[src/rtl/ddpc_pkg.sv]
// shared types, constants and register map of the differential drive controller
package ddpc_pkg;

  localparam int ADDR_W = 5;
  localparam int DATA_W = 32;
  localparam int PWM_W  = 9;

  localparam int PWM_MAX = 255;
  localparam int PWM_MIN = -255;

  localparam logic CMD_STRAIGHT = 1'b0;
  localparam logic CMD_ROTATE   = 1'b1;

  typedef enum logic [2:0] {
    REG_BASE_SPEED      = 3'd0,
    REG_KP_GAIN         = 3'd1,
    REG_DIST_GAIN       = 3'd2,
    REG_ANGLE_GAIN      = 3'd3,
    REG_ARRIVE_MARGIN   = 3'd4,
    REG_UPDATE_INTERVAL = 3'd5
  } reg_idx_t;

  typedef struct packed {
    logic [7:0]  base_speed;
    logic [15:0] kp_gain;
    logic [19:0] dist_gain;
    logic [19:0] angle_gain;
    logic [15:0] arrive_margin;
    logic [15:0] update_interval;
  } cfg_t;

  localparam logic [7:0]  RST_BASE_SPEED      = 8'd200;
  localparam logic [15:0] RST_KP_GAIN         = 16'd256;
  localparam logic [19:0] RST_DIST_GAIN       = 20'd256;
  localparam logic [19:0] RST_ANGLE_GAIN      = 20'd256;
  localparam logic [15:0] RST_ARRIVE_MARGIN   = 16'd20;
  localparam logic [15:0] RST_UPDATE_INTERVAL = 16'd10;

endpackage

[src/rtl/ddpc_cfg_regs.sv]
// apb configuration register file of the differential drive controller
module ddpc_cfg_regs (
  input  logic                        clk,
  input  logic                        rst,
  input  logic                        psel,
  input  logic                        penable,
  input  logic                        pwrite,
  input  logic [ddpc_pkg::ADDR_W-1:0] paddr,
  input  logic [ddpc_pkg::DATA_W-1:0] pwdata,
  output logic [ddpc_pkg::DATA_W-1:0] prdata,
  output logic                        pready,
  output ddpc_pkg::cfg_t              cfg
);
  import ddpc_pkg::*;

  logic       wr_en;
  logic [2:0] idx;

  assign pready = 1'b1;
  assign wr_en  = psel & penable & pwrite;
  assign idx    = paddr[4:2];

  always_ff @(posedge clk) begin
    if (rst) begin
      cfg.base_speed      <= RST_BASE_SPEED;
      cfg.kp_gain         <= RST_KP_GAIN;
      cfg.dist_gain       <= RST_DIST_GAIN;
      cfg.angle_gain      <= RST_ANGLE_GAIN;
      cfg.arrive_margin   <= RST_ARRIVE_MARGIN;
      cfg.update_interval <= RST_UPDATE_INTERVAL;
    end else if (wr_en) begin
      case (idx)
        REG_BASE_SPEED:      cfg.base_speed      <= pwdata[7:0];
        REG_KP_GAIN:         cfg.kp_gain         <= pwdata[15:0];
        REG_DIST_GAIN:       cfg.dist_gain       <= pwdata[19:0];
        REG_ANGLE_GAIN:      cfg.angle_gain      <= pwdata[19:0];
        REG_ARRIVE_MARGIN:   cfg.arrive_margin   <= pwdata[15:0];
        REG_UPDATE_INTERVAL: cfg.update_interval <= pwdata[15:0];
        default: ;
      endcase
    end
  end

  always_comb begin
    case (idx)
      REG_BASE_SPEED:      prdata = DATA_W'(cfg.base_speed);
      REG_KP_GAIN:         prdata = DATA_W'(cfg.kp_gain);
      REG_DIST_GAIN:       prdata = DATA_W'(cfg.dist_gain);
      REG_ANGLE_GAIN:      prdata = DATA_W'(cfg.angle_gain);
      REG_ARRIVE_MARGIN:   prdata = DATA_W'(cfg.arrive_margin);
      REG_UPDATE_INTERVAL: prdata = DATA_W'(cfg.update_interval);
      default:             prdata = '0;
    endcase
  end

endmodule

[config.mk]
export PLATFORM = sky130hd
export DESIGN_NAME = ddpc_cfg_regs
export DESIGN_NICKNAME = d
export VERILOG_FILES = /design/src/rtl/ddpc_pkg.sv /design/src/rtl/ddpc_cfg_regs.sv
export SDC_FILE = /design/constraint.sdc
export NUM_CORES = 1
export LEC_CHECK = 0
export ABC_AREA = 1
export BUFFER_PORTS_ARGS = -buffer_cell sky130_fd_sc_hd__buf_4
export CORE_MARGIN = 5
export CORE_UTILIZATION = 57
export CTS_BUF_LIST = sky130_fd_sc_hd__clkbuf_2
export DETAILED_ROUTE_END_ITERATION = 8
export HOLD_SLACK_MARGIN = 0.06
export PLACE_DENSITY = 0.89
export SYNTH_ARGS = -nofsm -noshare
export SYNTH_HDL_FRONTEND = slang
export SYNTH_SLANG_ARGS = --single-unit
[constraint.sdc]
create_clock -name clk -period 1.7 [get_ports clk]
set_input_delay 0.255 -clock clk [delete_from_list [all_inputs] [get_ports clk]]
set_output_delay 0.255 -clock clk [all_outputs]
set_load 0.1 [all_outputs]
Word level (Yosys, flattened, before mapping)
Cells that the tools add are included.

word-level totals
  ROM bits = 0
  bits in registers = 96
  memories kept = 0
  bits of input ports = 42
  memory bits (writable) = 0
  bits in latches = 0
  output and inout port bits = 129
  word-level logic and storage cells = 21

cells by class
  muxes and demuxes = 1
  bitwise gates (word level) = 2
  $lt $le $gt $ge = 0
  shifts and indexed selects = 0
  div/mod/pow operators = 0
  equal/unequal tests = 5
  reduce and logical (&&, ||, !) cells = 7
  add/subtract/negate cells = 0
  $mul = 0

operator list
  cell                number
  $pmux 20 s6         1
  $reduce_and 2->1    6
  $eq 3x2->1 const B  2
  $eq 3x3->1 const B  2
  $eq 3x1->1 const B  1
  $logic_not 3->1     1
  $and 1x1->1         2

Depth between registers and ports, before layout
Gate-level depths: netlist of the first run.

  depth in word-level cells = 3
  mapped depth = 8
  depth with buffers taken out = 6

Worst setup path after synthesis of the first run
Ideal clock, no wire load.

  kind = reg-to-output
  start point = reg cfg[10] (netlist bit)
  end point = out prdata[10] (netlist bit)
  path slack = -0.538 ns
  cell stages (with the launch flop) = 5
  data arrival time = 1.983 ns
  path through = dfxtp_1 nand4_1 nand2_1 inv_1 nand3_1

between the ends
  cells in the longest elaborated chain, start to end = 1

RTL lines
  element             line                 source
  start: declaration  ddpc_cfg_regs.sv:12  output ddpc_pkg::cfg_t cfg
  $pmux 20 s6         ddpc_cfg_regs.sv:45  case (idx)
  end: declaration    ddpc_cfg_regs.sv:10  output logic [ddpc_pkg::DATA_W-1:0] prdata,

No other way between the ends.

Worst setup path after layout of the first run
  start point = reg cfg[79] (netlist bit)
  end point = out prdata[7] (netlist bit)

The elaborated chain is that of the path after synthesis.

==> impl_results.md, run 1 <==
* All-Layer GR Usage at between 30 and 40%
* Max FO, Critical Path at 3
* Hold depth at 5
* Post-DRT Antenna Nets at 0
* Worst EP required at 1.44 ns
* Top reg by flops: cfg
* Root Buffer: clkbuf_2
* Initial DRT Pass Iterations at 5
* Layout Cells excl Fill at roughly 1100
* Number of synthesized flops with an enable pin at 0
* Worst clock skew at 0 ns
* Synthesized area at about 5100 um2
* Syn_area_per_cell at around 6.5 um2
* TritonCTS Sinks at 96
* Placed Cells at ~1000
* Remaining Overflow, GRT at 0
* Worst skew pair latency at 0.55 ns
* Crit path time final at 1.84 ns
* Share of the synthesized area in the top cell type at a little under two fifths
* Leakage at about 3.6 nW
* Final WL at between 15 and 20 mm
* Hold_sp: pwdata[9]
* Hold path endpoint: cfg[41]
* HPWL after DPL at around 12 mm
* Max Cap Viol at 0
* Asr flop ratio synth at 0%
* Final Hold Fails at 0
* Seq/Total Area, Yosys at 37.7%
* Largest net degree at the start of global routing at between 50 and 60
* Synth Instances at between 700 and 800
* Pint at a little under 3 mW
* Class of the worst hold path: in2reg
* Final critical-path share of the clock period at 108%
* Switching share of power at 36.0%
* Post-DR vias/cell at 5.41
* Worst hold slack at between 0.08 and 0.09 ns
* Synth cell count leaders: nor2_1 (228), nand2_1 (189), dfxtp_1 (96)
* Proportion of layout cells with a drive suffix above 1 at a little over two fifths
* Die ar. at 10900 um2
* Slew Viols, Final at 0
* Ant diodes at 0
* Fillers at between 500 and 600
* R2r endpoint: cfg[1]
* Antenna violations before repair at 0
* Clock slew at reported path FFs at roughly 0.27 ns
* Reg2Reg Setup Slack at roughly 0.34 ns
* Largest register FFs at 96
* Num CTS Buffers at 9
* RSZ-0062 raised after global routing: true
* Critical R2R Launch: cfg[1]
* Initial core utilization at between 50% and 60%
* Seq cells post-synth at 96
* DRT iter0 DRCs at 459
* Status: finished, violations left
* Synth area leaders: dfxtp_1 (38%), nor2_1 (17%), nand2_1 (14%)
* Most used DFF post-synth: dfxtp_1
* Vias in the first global route at about 5500
* CTS tree: yes
* I/O pins at 171
* GP Congestion at between 0.9 and 1
* Largest regs: cfg (96)
* # DRC at 0
* Critical path type: reg2out
* Core area at around 8700 um2
* H-Tree Depth at 3
* Most common cell in the synthesized netlist: nor2_1
* Crit path capture type: output pin
* Cell taking the most area after synthesis: dfxtp_1
* IO buf count at ~140
* Area grow syn2layout at 43.8%
* Comb power frac at about a quarter
* CP startpoint kind: register
* Worst IR Drop VDD at between 0.4 and 0.5 mV
* NumNets Final at around 1000
* Critical Path AT at roughly 1.6 ns
* Setup-failing EPs final at 16
* Yosys warns at 0
* Fmax at 0.544 GHz
* FP Rows at 34
* Die height at around 100 um
* Global-route wire length before repair at ~27 mm
* Cell Pwr Density at 622 nW/um2
* Failing checks: setup timing
* Via count at 5920
* Chip Width at roughly 100 um
* Sequential fraction of design power at about half
* CTS max path bufs at 2
* Final setup margin at -0.137 ns
* WL/cell at roughly 16 um
* Switch Pwr at approximately 1.6 mW
* Clock Power Share at between 20% and 30%
* Reg2Reg Depth at 4
* Post-synth cell types at 25
-- how the worst max path moves through the flow --
| stage | start | end | slack [ns] |
|---|---|---|---|
| 2_1_floorplan | cfg[10] | prdata[10] | -0.20 |
| 3_5_place_dp | paddr[3] | prdata[15] | 0.006 |
| 4_1_cts | cfg[67] | prdata[15] | -0.05 |
| 6_report | cfg[79] | prdata[7] | -0.14 |
| 3_3_place_gp | paddr[3] | prdata[8] | 0.03 |
| 5_1_grt | cfg[79] | prdata[7] | -0.19 |
-- layout make-up --
| class | count | area [um2] | area share [%] |
|---|---|---|---|
| clock buffer | 11 | 55.1 | 0.751 |
| timing repair buffer | 235 | 2090 | 28.5 |
| sequential | 96 | 2040 | 27.8 |
| inverter | 66 | 255 | 3.48 |
| tap | 108 | 135 | 1.84 |
| clock inverter | 5 | 57.6 | 0.785 |
| multi-input combinational | 574 | 2700 | 36.8 |
-- power groups by stage --
stage               Sequential (mW)  Combinational [mW]  Clock (mW)
floorplan                      2.56               0.570           0
global placement               2.36               0.961           0
detailed placement             2.36               0.971           0
CTS                            2.31                1.04        1.13
global route                   2.32                1.14        1.23
finish                         2.31                1.09        1.16
-- critical path: stages (launching register included) --
cell	delay [ns]
dfxtp_2	0.40
inv_1	0.06
nor2_1	0.20
nor2_2	0.10
nand2_2	0.08
buf_8	0.19
-- metrics by stage --
| stage | setup slack (ns) | setup TNS (ns) | util [%] | cell area [um2] | power, mW |
|---|---|---|---|---|---|
| 2_1_floorplan | -0.197 | -0.197 | - | 5330 | 3.13 |
| 3_3_place_gp | 0.0279 | 0 | 73.2 | 6380 | 3.32 |
| 3_5_place_dp | 0.00613 | 0 | 73.2 | 6380 | 3.33 |
| 4_1_cts | -0.0535 | -0.473 | 80.6 | 7030 | 4.48 |
| 5_1_grt | -0.190 | -1.62 | 84.1 | 7330 | 4.68 |
| 6_report | -0.137 | -0.616 | 84.1 | 7330 | 4.56 |
-- cell usage in the layout (no fill, tap or decap), types with 4 or more instances in the layout --
master         instances
buf_12                19
buf_4                192
buf_6                  4
buf_8                  5
clkbuf_2              11
conb_1                13
dfxtp_2               94
dlygate4sd3_1         15
inv_1                 48
inv_2                 15
nand2_1              175
nand2_2               16
nand3_1               77
nand3_2               11
nand3_4                4
nand4_1               32
nor2_1               204
nor2_2                21
nor2_4                11
o21ai_0                4
-- routing by layer --
| metal | wire [um] | global-route usage, % | share of wire, % | up-vias |
|---|---|---|---|---|
| met1 | 6530 | 36.6 | 36 | 2692 |
| met4 | 815 | 14.0 | 4.5 | 0 |
| met5 | 0 | 0 | 0 | - |
| li1 | - | - | - | 2790 |
| met2 | 8860 | 52.2 | 49 | 364 |
| met3 | 1850 | 7.09 | 10 | 74 |
-- cells by family (layout without fill, tap and decap cells) --
family	after synthesis	count (layout)	share of synthesized area [%]
flops	96	96	37.7
buf+inv	128	317	13.5
compound gates	5	5	0.491
simple gates	556	556	48.2
other cells	2	13	0.147
-- what timing repair did --
item / CTS / global route
pin swaps: 15 / 28
setup buffers: 27 / 22
hold buffers: 15 / 0
endpoints found under the setup margin: 16 / 20
resized for setup: 49 / 50
endpoints found under the hold margin: 28 / 0
No activity file was read; power rests on OpenSTA's default activity.
==> run 2: changes to the inputs <==
--- a/config.mk
+++ b/config.mk
@@ -8,11 +8,12 @@
 export ABC_AREA = 1
 export BUFFER_PORTS_ARGS = -buffer_cell sky130_fd_sc_hd__buf_4
 export CORE_MARGIN = 5
-export CORE_UTILIZATION = 57
+export CORE_UTILIZATION = 52
 export CTS_BUF_LIST = sky130_fd_sc_hd__clkbuf_2
+export CTS_CLUSTER_DIAMETER = 30
 export DETAILED_ROUTE_END_ITERATION = 8
 export HOLD_SLACK_MARGIN = 0.06
-export PLACE_DENSITY = 0.89
+export PLACE_DENSITY = 0.82
 export SYNTH_ARGS = -nofsm -noshare
 export SYNTH_HDL_FRONTEND = slang
 export SYNTH_SLANG_ARGS = --single-unit
==> constraint.sdc (replaced) <==
create_clock -name clk -period 2.02 [get_ports clk]
set_input_delay 0.303 -clock clk [delete_from_list [all_inputs] [get_ports clk]]
set_output_delay 0.303 -clock clk [all_outputs]
set_load 0.1 [all_outputs]
==> run 2 against run 1 <==
Against the previous run:
- the flow now finishes without violations
- setup slack better by 0.25 ns
- flip-flop and latch count stayed put
- sequential share of layout area is 3.0 points higher
- combinational power down 25%
- wire length decreased by 16%
- via count fell by 10%
- worst hold slack got worse by 0.0020 ns
- critical path type unchanged
==> impl_results.md, run 2 (synthesized netlist as in run 1, its figures left out) <==
* Crit path capture type: output pin
* Class of the worst hold path: in2reg
* Worst EP required at about 1.7 ns
* Post-DR vias/cell at roughly 5
* # DRC at 0
* DRT iter0 DRCs at 289
* Chip Width at 109 um
* Leakage at roughly 3.2 nW
* Num CTS Buffers at 9
* Setup bufs post-CTS at 0
* Pint at approximately 2.4 mW
* Switch Pwr at about 1.3 mW
* Switching share of power at a little over a third
* Area grow syn2layout at 26.8%
* Die height at roughly 110 um
* Worst IR Drop VDD at around 0.33 mV
* Proportion of layout cells with a drive suffix above 1 at around 29%
* Root Buffer: clkbuf_2
* Worst skew pair latency at roughly 0.57 ns
* Largest regs: cfg (96)
* Max FO, Critical Path at 3
* Critical path type: reg2out
* Antenna violations before repair at 0
* WL/cell at between 10 and 15 um
* Setup-failing EPs final at 0
* Most frequent cells in the layout: nor2_1 (228), nand2_1 (189), buf_4 (159), nand3_1 (79), inv_1 (61)
* FP Rows at 36
* Comb power frac at a little over a fifth
* Top reg by flops: cfg
* Max Cap Viol at 0
* Core area at just under 10000 um2
* RSZ-0062 raised after global routing: false
* Post-DRT Antenna Nets at 0
* CTS max path bufs at 2
* Crit path time final at 1.91 ns
* Final core occ at between 60 and 70%
* Fmax at ~0.52 GHz
* CTS tree: yes
* Clock slew at reported path FFs at ~0.27 ns
* Initial core utilization at a little over half
* Fillers at 910
* Worst slew pin tran at 0.518 ns
* Via count at 5322
* TritonCTS Sinks at 96
* Setup TNS at 0 ns
* All-Layer GR Usage at 25.2%
* Slew Viols, Final at 0
* Largest net degree at the start of global routing at 97
* Status: complete, no violations
* Worst clock skew at 0 ns
* I/O pins at 171
* Critical Path AT at 1.61 ns
* Final Hold Fails at 0
* Remaining Overflow, GRT at 0
* Hold-fix buffer count after cts at 11
* Die ar. at approximately 12000 um2
* NumNets Final at slightly below 1000
* GP Congestion at about 0.85
* Cell Pwr Density at a little under 600 nW/um2
* Initial DRT Pass Iterations at 5
* Global-route wire length before repair at around 23 mm
* H-Tree Depth at 3
* Sequential fraction of design power at between 50% and 60%
* Max_slew headroom at between 60% and 70%
* Commonest non-fill, non-tap cell in the layout: nor2_1
* Resize count post-CTS at 0
* CP startpoint kind: register
* Clock Power Share at about a quarter
* Vias in the first global route at 4609
* Ant diodes at 0
* Final critical-path share of the clock period at 94.5%
* Largest register FFs at 96
* HPWL after DPL at approximately 11 mm
* Final WL at 15.1 mm
* IO buf count at 143
[run 2: cell types whose count changed in the layout (fill, tap and decap cells not counted), moves of 5 or more]
cell and delta:
dfxtp_2 -38, buf_12 -16, inv_1 +13, inv_2 -13
nor2_2 -19, buf_8 -5, buf_4 -33, nor2_1 +24
nand2_1 +14, dfxtp_1 +38, nor2_4 -5, nand2_2 -14
[run 2: power groups by stage]
stage | Combinational, mW | Clock, mW | Sequential [mW]
finish | 0.819 | 0.967 | 1.95
global route | 0.865 | 1.05 | 1.95
CTS | 0.816 | 0.974 | 1.95
detailed placement | 0.799 | 0 | 1.98
global placement | 0.794 | 0 | 1.98
floorplan | 0.477 | 0 | 2.16
[run 2: final timing paths]
path / startpoint / to / slack, ns / cells after the start
worst max register to register: cfg[31] / cfg[31] / 1.35 / 2
worst max-delay path: cfg[31] / prdata[15] / 0.11 / 5
worst min register to register: cfg[95] / cfg[95] / 0.50 / 2
worst min-delay path: pwdata[10] / cfg[42] / 0.08 / 5
[run 2: worst max-delay path, stage by stage (launching register included)]
cell and delay [ns]:
dfxtp_1 0.44, nand3_1 0.09, nand2_1 0.10, inv_1 0.05
nand3_2 0.08, buf_4 0.29
[run 2: layer usage]
layer / track usage [%] / routed length, um / vias to the layer above
li1: - / - / 2681
met1: 31.5 / 5920 / 2368
met2: 42.1 / 7340 / 242
met3: 5.92 / 1440 / 31
met4: 9.38 / 387 / 0
met5: 0 / 0 / -
[run 2: area by class of cell]
cell class	instances	area (um2)	area share, %
Sequential cell	96	1990	30.8
Timing Repair Buffer	173	1360	21.1
Multi-Input combinational cell	574	2570	39.8
Clock buffer	10	50.0	0.774
Clock inverter	6	67.6	1.05
Inverter	66	255	3.95
Tap cell	133	166	2.57
[run 2: per-stage QoR]
stage / area (um2) / total power [mW] / cells / hold WS, ns / worst slack, ns
after floorplan: 5250 / 2.63 / 798 / 0.429 / 0.0175
after global placement: 6240 / 2.78 / 1031 / 0.454 / 0.202
after detailed placement: 6240 / 2.78 / 1031 / 0.457 / 0.181
after CTS: 6460 / 3.74 / 1058 / 0.0797 / 0.0894
after global routing: 6460 / 3.86 / 1058 / 0.102 / 0.00270
final: 6460 / 3.73 / 1058 / 0.0838 / 0.111
==> run 3: changes to the inputs <==
--- a/config.mk
+++ b/config.mk
@@ -5,7 +5,6 @@
 export SDC_FILE = /design/constraint.sdc
 export NUM_CORES = 1
 export LEC_CHECK = 0
-export ABC_AREA = 1
 export BUFFER_PORTS_ARGS = -buffer_cell sky130_fd_sc_hd__buf_4
 export CORE_MARGIN = 5
 export CORE_UTILIZATION = 52
@@ -13,7 +12,7 @@
 export CTS_CLUSTER_DIAMETER = 30
 export DETAILED_ROUTE_END_ITERATION = 8
 export HOLD_SLACK_MARGIN = 0.06
-export PLACE_DENSITY = 0.82
+export PLACE_DENSITY = 0.83
 export SYNTH_ARGS = -nofsm -noshare
 export SYNTH_HDL_FRONTEND = slang
 export SYNTH_SLANG_ARGS = --single-unit
==> run 3 against run 2 <==
Against the previous run:
- the flow now finishes with violations (setup timing)
- critical path depth fell by 1
- final area up 4.4%
- sequential share of layout area down 0.93 points
- combinational power is 3.4% lower
- via count decreased by 6.8%
- flip-flop and latch count stayed put
- clock-buffer cell count fell by 1
- clock power fell by 3.6%
==> impl_results.md, run 3 <==
* Status: finished, violations left
* Failing checks: setup timing
* Hold path endpoint: cfg[74]
* Via count at about 5000
* Top reg by flops: cfg
* Number of synthesized flops with an enable pin at 0
* Remaining Overflow, GRT at 0
* Synthesized area at between 4000 and 5000 um2
* Synth Instances at between 500 and 600
* Setup-failing EPs final at 2
* Share of the synthesized area in the top cell type at roughly two fifths
* Final Hold Fails at 0
* Initial core utilization at about 52%
* Seq cells post-synth at 96
* # DRC at 0
* Worst IR Drop VDD at ~0.36 mV
* Root Buffer: clkbuf_2
* Crit path time final at just over 2 ns
* Final WL at 16.2 mm
* Worst EP required at around 1.7 ns
* TritonCTS Sinks at 96
* Reg2Reg Depth at 4
* Reg2Reg Setup Slack at between 1 and 1.5 ns
* Area grow syn2layout at 41.3%
* R2r endpoint: cfg[83]
* WL/cell at ~20 um
* Commonest non-fill, non-tap cell in the layout: buf_4
* Synth cell count leaders: dfxtp_1 (96), a21oi_1 (68), nand3_1 (68)
* Dpl ws at approximately 0.034 ns
* Clock slew at reported path FFs at roughly 0.25 ns
* CP startpoint kind: register
* Max_slew headroom at 54.9%
* Antenna violations before repair at 1
* Multi-input logic area at 2750 um2
* Worst skew pair latency at about 0.6 ns
* Synth area leaders: dfxtp_1 (40%), mux2i_1 (13%), a21oi_1 (7.1%)
* Syn_area_per_cell at about 8.7 um2
* Critical R2R Launch: cfg[83]
* Seq/Total Area, Yosys at between 40% and 50%
* Final setup margin at -0.0487 ns
* Largest net degree at the start of global routing at 74
* H-Tree Depth at 3
* Setup TNS at -0.0915 ns
* RSZ-0062 raised after global routing: true
* Fillers at 609
* HPWL after DPL at around 11 mm
* Critical path type: reg2out
* Yosys warns at 0
* Global-route wire length before repair at about 25 mm
* Slew Viols, Final at 0
* Die ar. at about 11000 um2
* Num CTS Buffers at 9
* Asr flop ratio synth at 0%
* Cell Pwr Density at 540 nW/um2
* Cell taking the most area after synthesis: dfxtp_1
* CTS tree: yes
* Hold depth at 4
* Post-synth cell types at 37
* Core area at between 9000 and 10000 um2
* Fmax at roughly 0.48 GHz
* Final critical-path share of the clock period at 102%
* Worst clock skew at 0 ns
* Largest register FFs at 96
* Crit path capture type: output pin
* Critical Path AT at 1.77 ns
* All-Layer GR Usage at between 20% and 30%
* I/O pins at 171
* Leakage at 2.85 nW
* IO buf count at approximately 140
* Most common cell in the synthesized netlist: dfxtp_1
* Most used DFF post-synth: dfxtp_1
* Worst slew pin tran at 0.677 ns
* Hold_sp: penable
* CTS max path bufs at 2
* Post-DR vias/cell at between 6 and 7
* Class of the worst hold path: in2reg
* Sequential Area at a little over 2000 um2
* GP Congestion at approximately 0.87
* Die height at ~110 um
* Proportion of layout cells with a drive suffix above 1 at about 44%
* Max FO, Critical Path at 2
* NumNets Final at around 750
* Most frequent cells in the layout: buf_4 (158), dfxtp_2 (76), nand3_1 (68), a21oi_1 (68), mux2i_1 (59)
* Chip Width at around 110 um
* Max Cap Viol at 0
* Largest regs: cfg (96)
* Initial DRT Pass Iterations at 6
* Post-DRT Antenna Nets at 0
* DRT iter0 DRCs at 500
* Vias in the first global route at around 4800
* FP Rows at 35
-- run 3: worst max-delay path by stage --
stage,start,end,cells past startpoint
floorplan,cfg[74],prdata[2],3
global placement,paddr[2],prdata[0],5
detailed placement,paddr[2],prdata[3],5
CTS,cfg[83],prdata[11],4
global route,cfg[80],prdata[8],4
finish,cfg[80],prdata[8],4
-- run 3: repair_timing --
| item | CTS | global route |
|---|---|---|
| setup endpoints to repair | 9 | 16 |
| pin swaps | 0 | 2 |
| buffers inserted | 5 | 6 |
| endpoints found under the hold margin | 93 | 0 |
| hold buffers | 20 | 0 |
| gates resized for setup | 21 | 26 |
-- run 3: cells by family after synthesis --
logic type	after synthesis	synth area share [%]
compound gates	166	19.1
simple gates	148	17.1
flops	96	40.2
mux	69	14.7
buf+inv	69	8.72
other cells	2	0.157
-- run 3: power breakdown --
part           switching [mW]  internal, mW  leakage [nW]
clock network           0.657         0.275        0.0656
logic                   0.563         0.228          1.98
registers              0.0119          1.91         0.805
total                    1.23          2.42          2.85
-- run 3: layout make-up --
| type | count | area share [%] |
|---|---|---|
| well taps | 111 | 2.06 |
| flip-flops and latches | 96 | 29.9 |
| repair buffers | 200 | 25.6 |
| diodes | 1 | 0.0371 |
| clock inverters | 6 | 0.890 |
| inverters | 3 | 0.167 |
| clock buffers | 9 | 0.667 |
| multi-input cells | 396 | 40.7 |
-- run 3: through the flow --
| stage | area, um2 | util [%] | hold WS, ns | power (mW) | cells |
|---|---|---|---|---|---|
| after floorplan | 5080 | - | 0.443 | 2.51 | 561 |
| after global routing | 6750 | 74.1 | 0.238 | 3.75 | 822 |
| after global placement | 6180 | 67.8 | 0.465 | 2.67 | 775 |
| final | 6750 | 74.1 | 0.227 | 3.65 | 822 |
| after CTS | 6620 | 72.7 | 0.216 | 3.62 | 815 |
| after detailed placement | 6180 | 67.8 | 0.475 | 2.68 | 775 |
-- run 3: worst max-delay path, cell delays in order (launching register included) --
cell,delay [ns]
dfxtp_2,0.38
mux2_4,0.28
a221oi_4,0.27
nor2_4,0.09
buf_12,0.17
-- run 3: per-layer routing --
| layer | vias to the layer above | wire (um) | track usage [%] |
|---|---|---|---|
| li1 | 2250 | - | - |
| met1 | 2370 | 6570 | 37.4 |
| met2 | 289 | 7630 | 44.8 |
| met3 | 49 | 1420 | 4.78 |
| met4 | 0 | 541 | 12.2 |
| met5 | - | 0 | 0 |
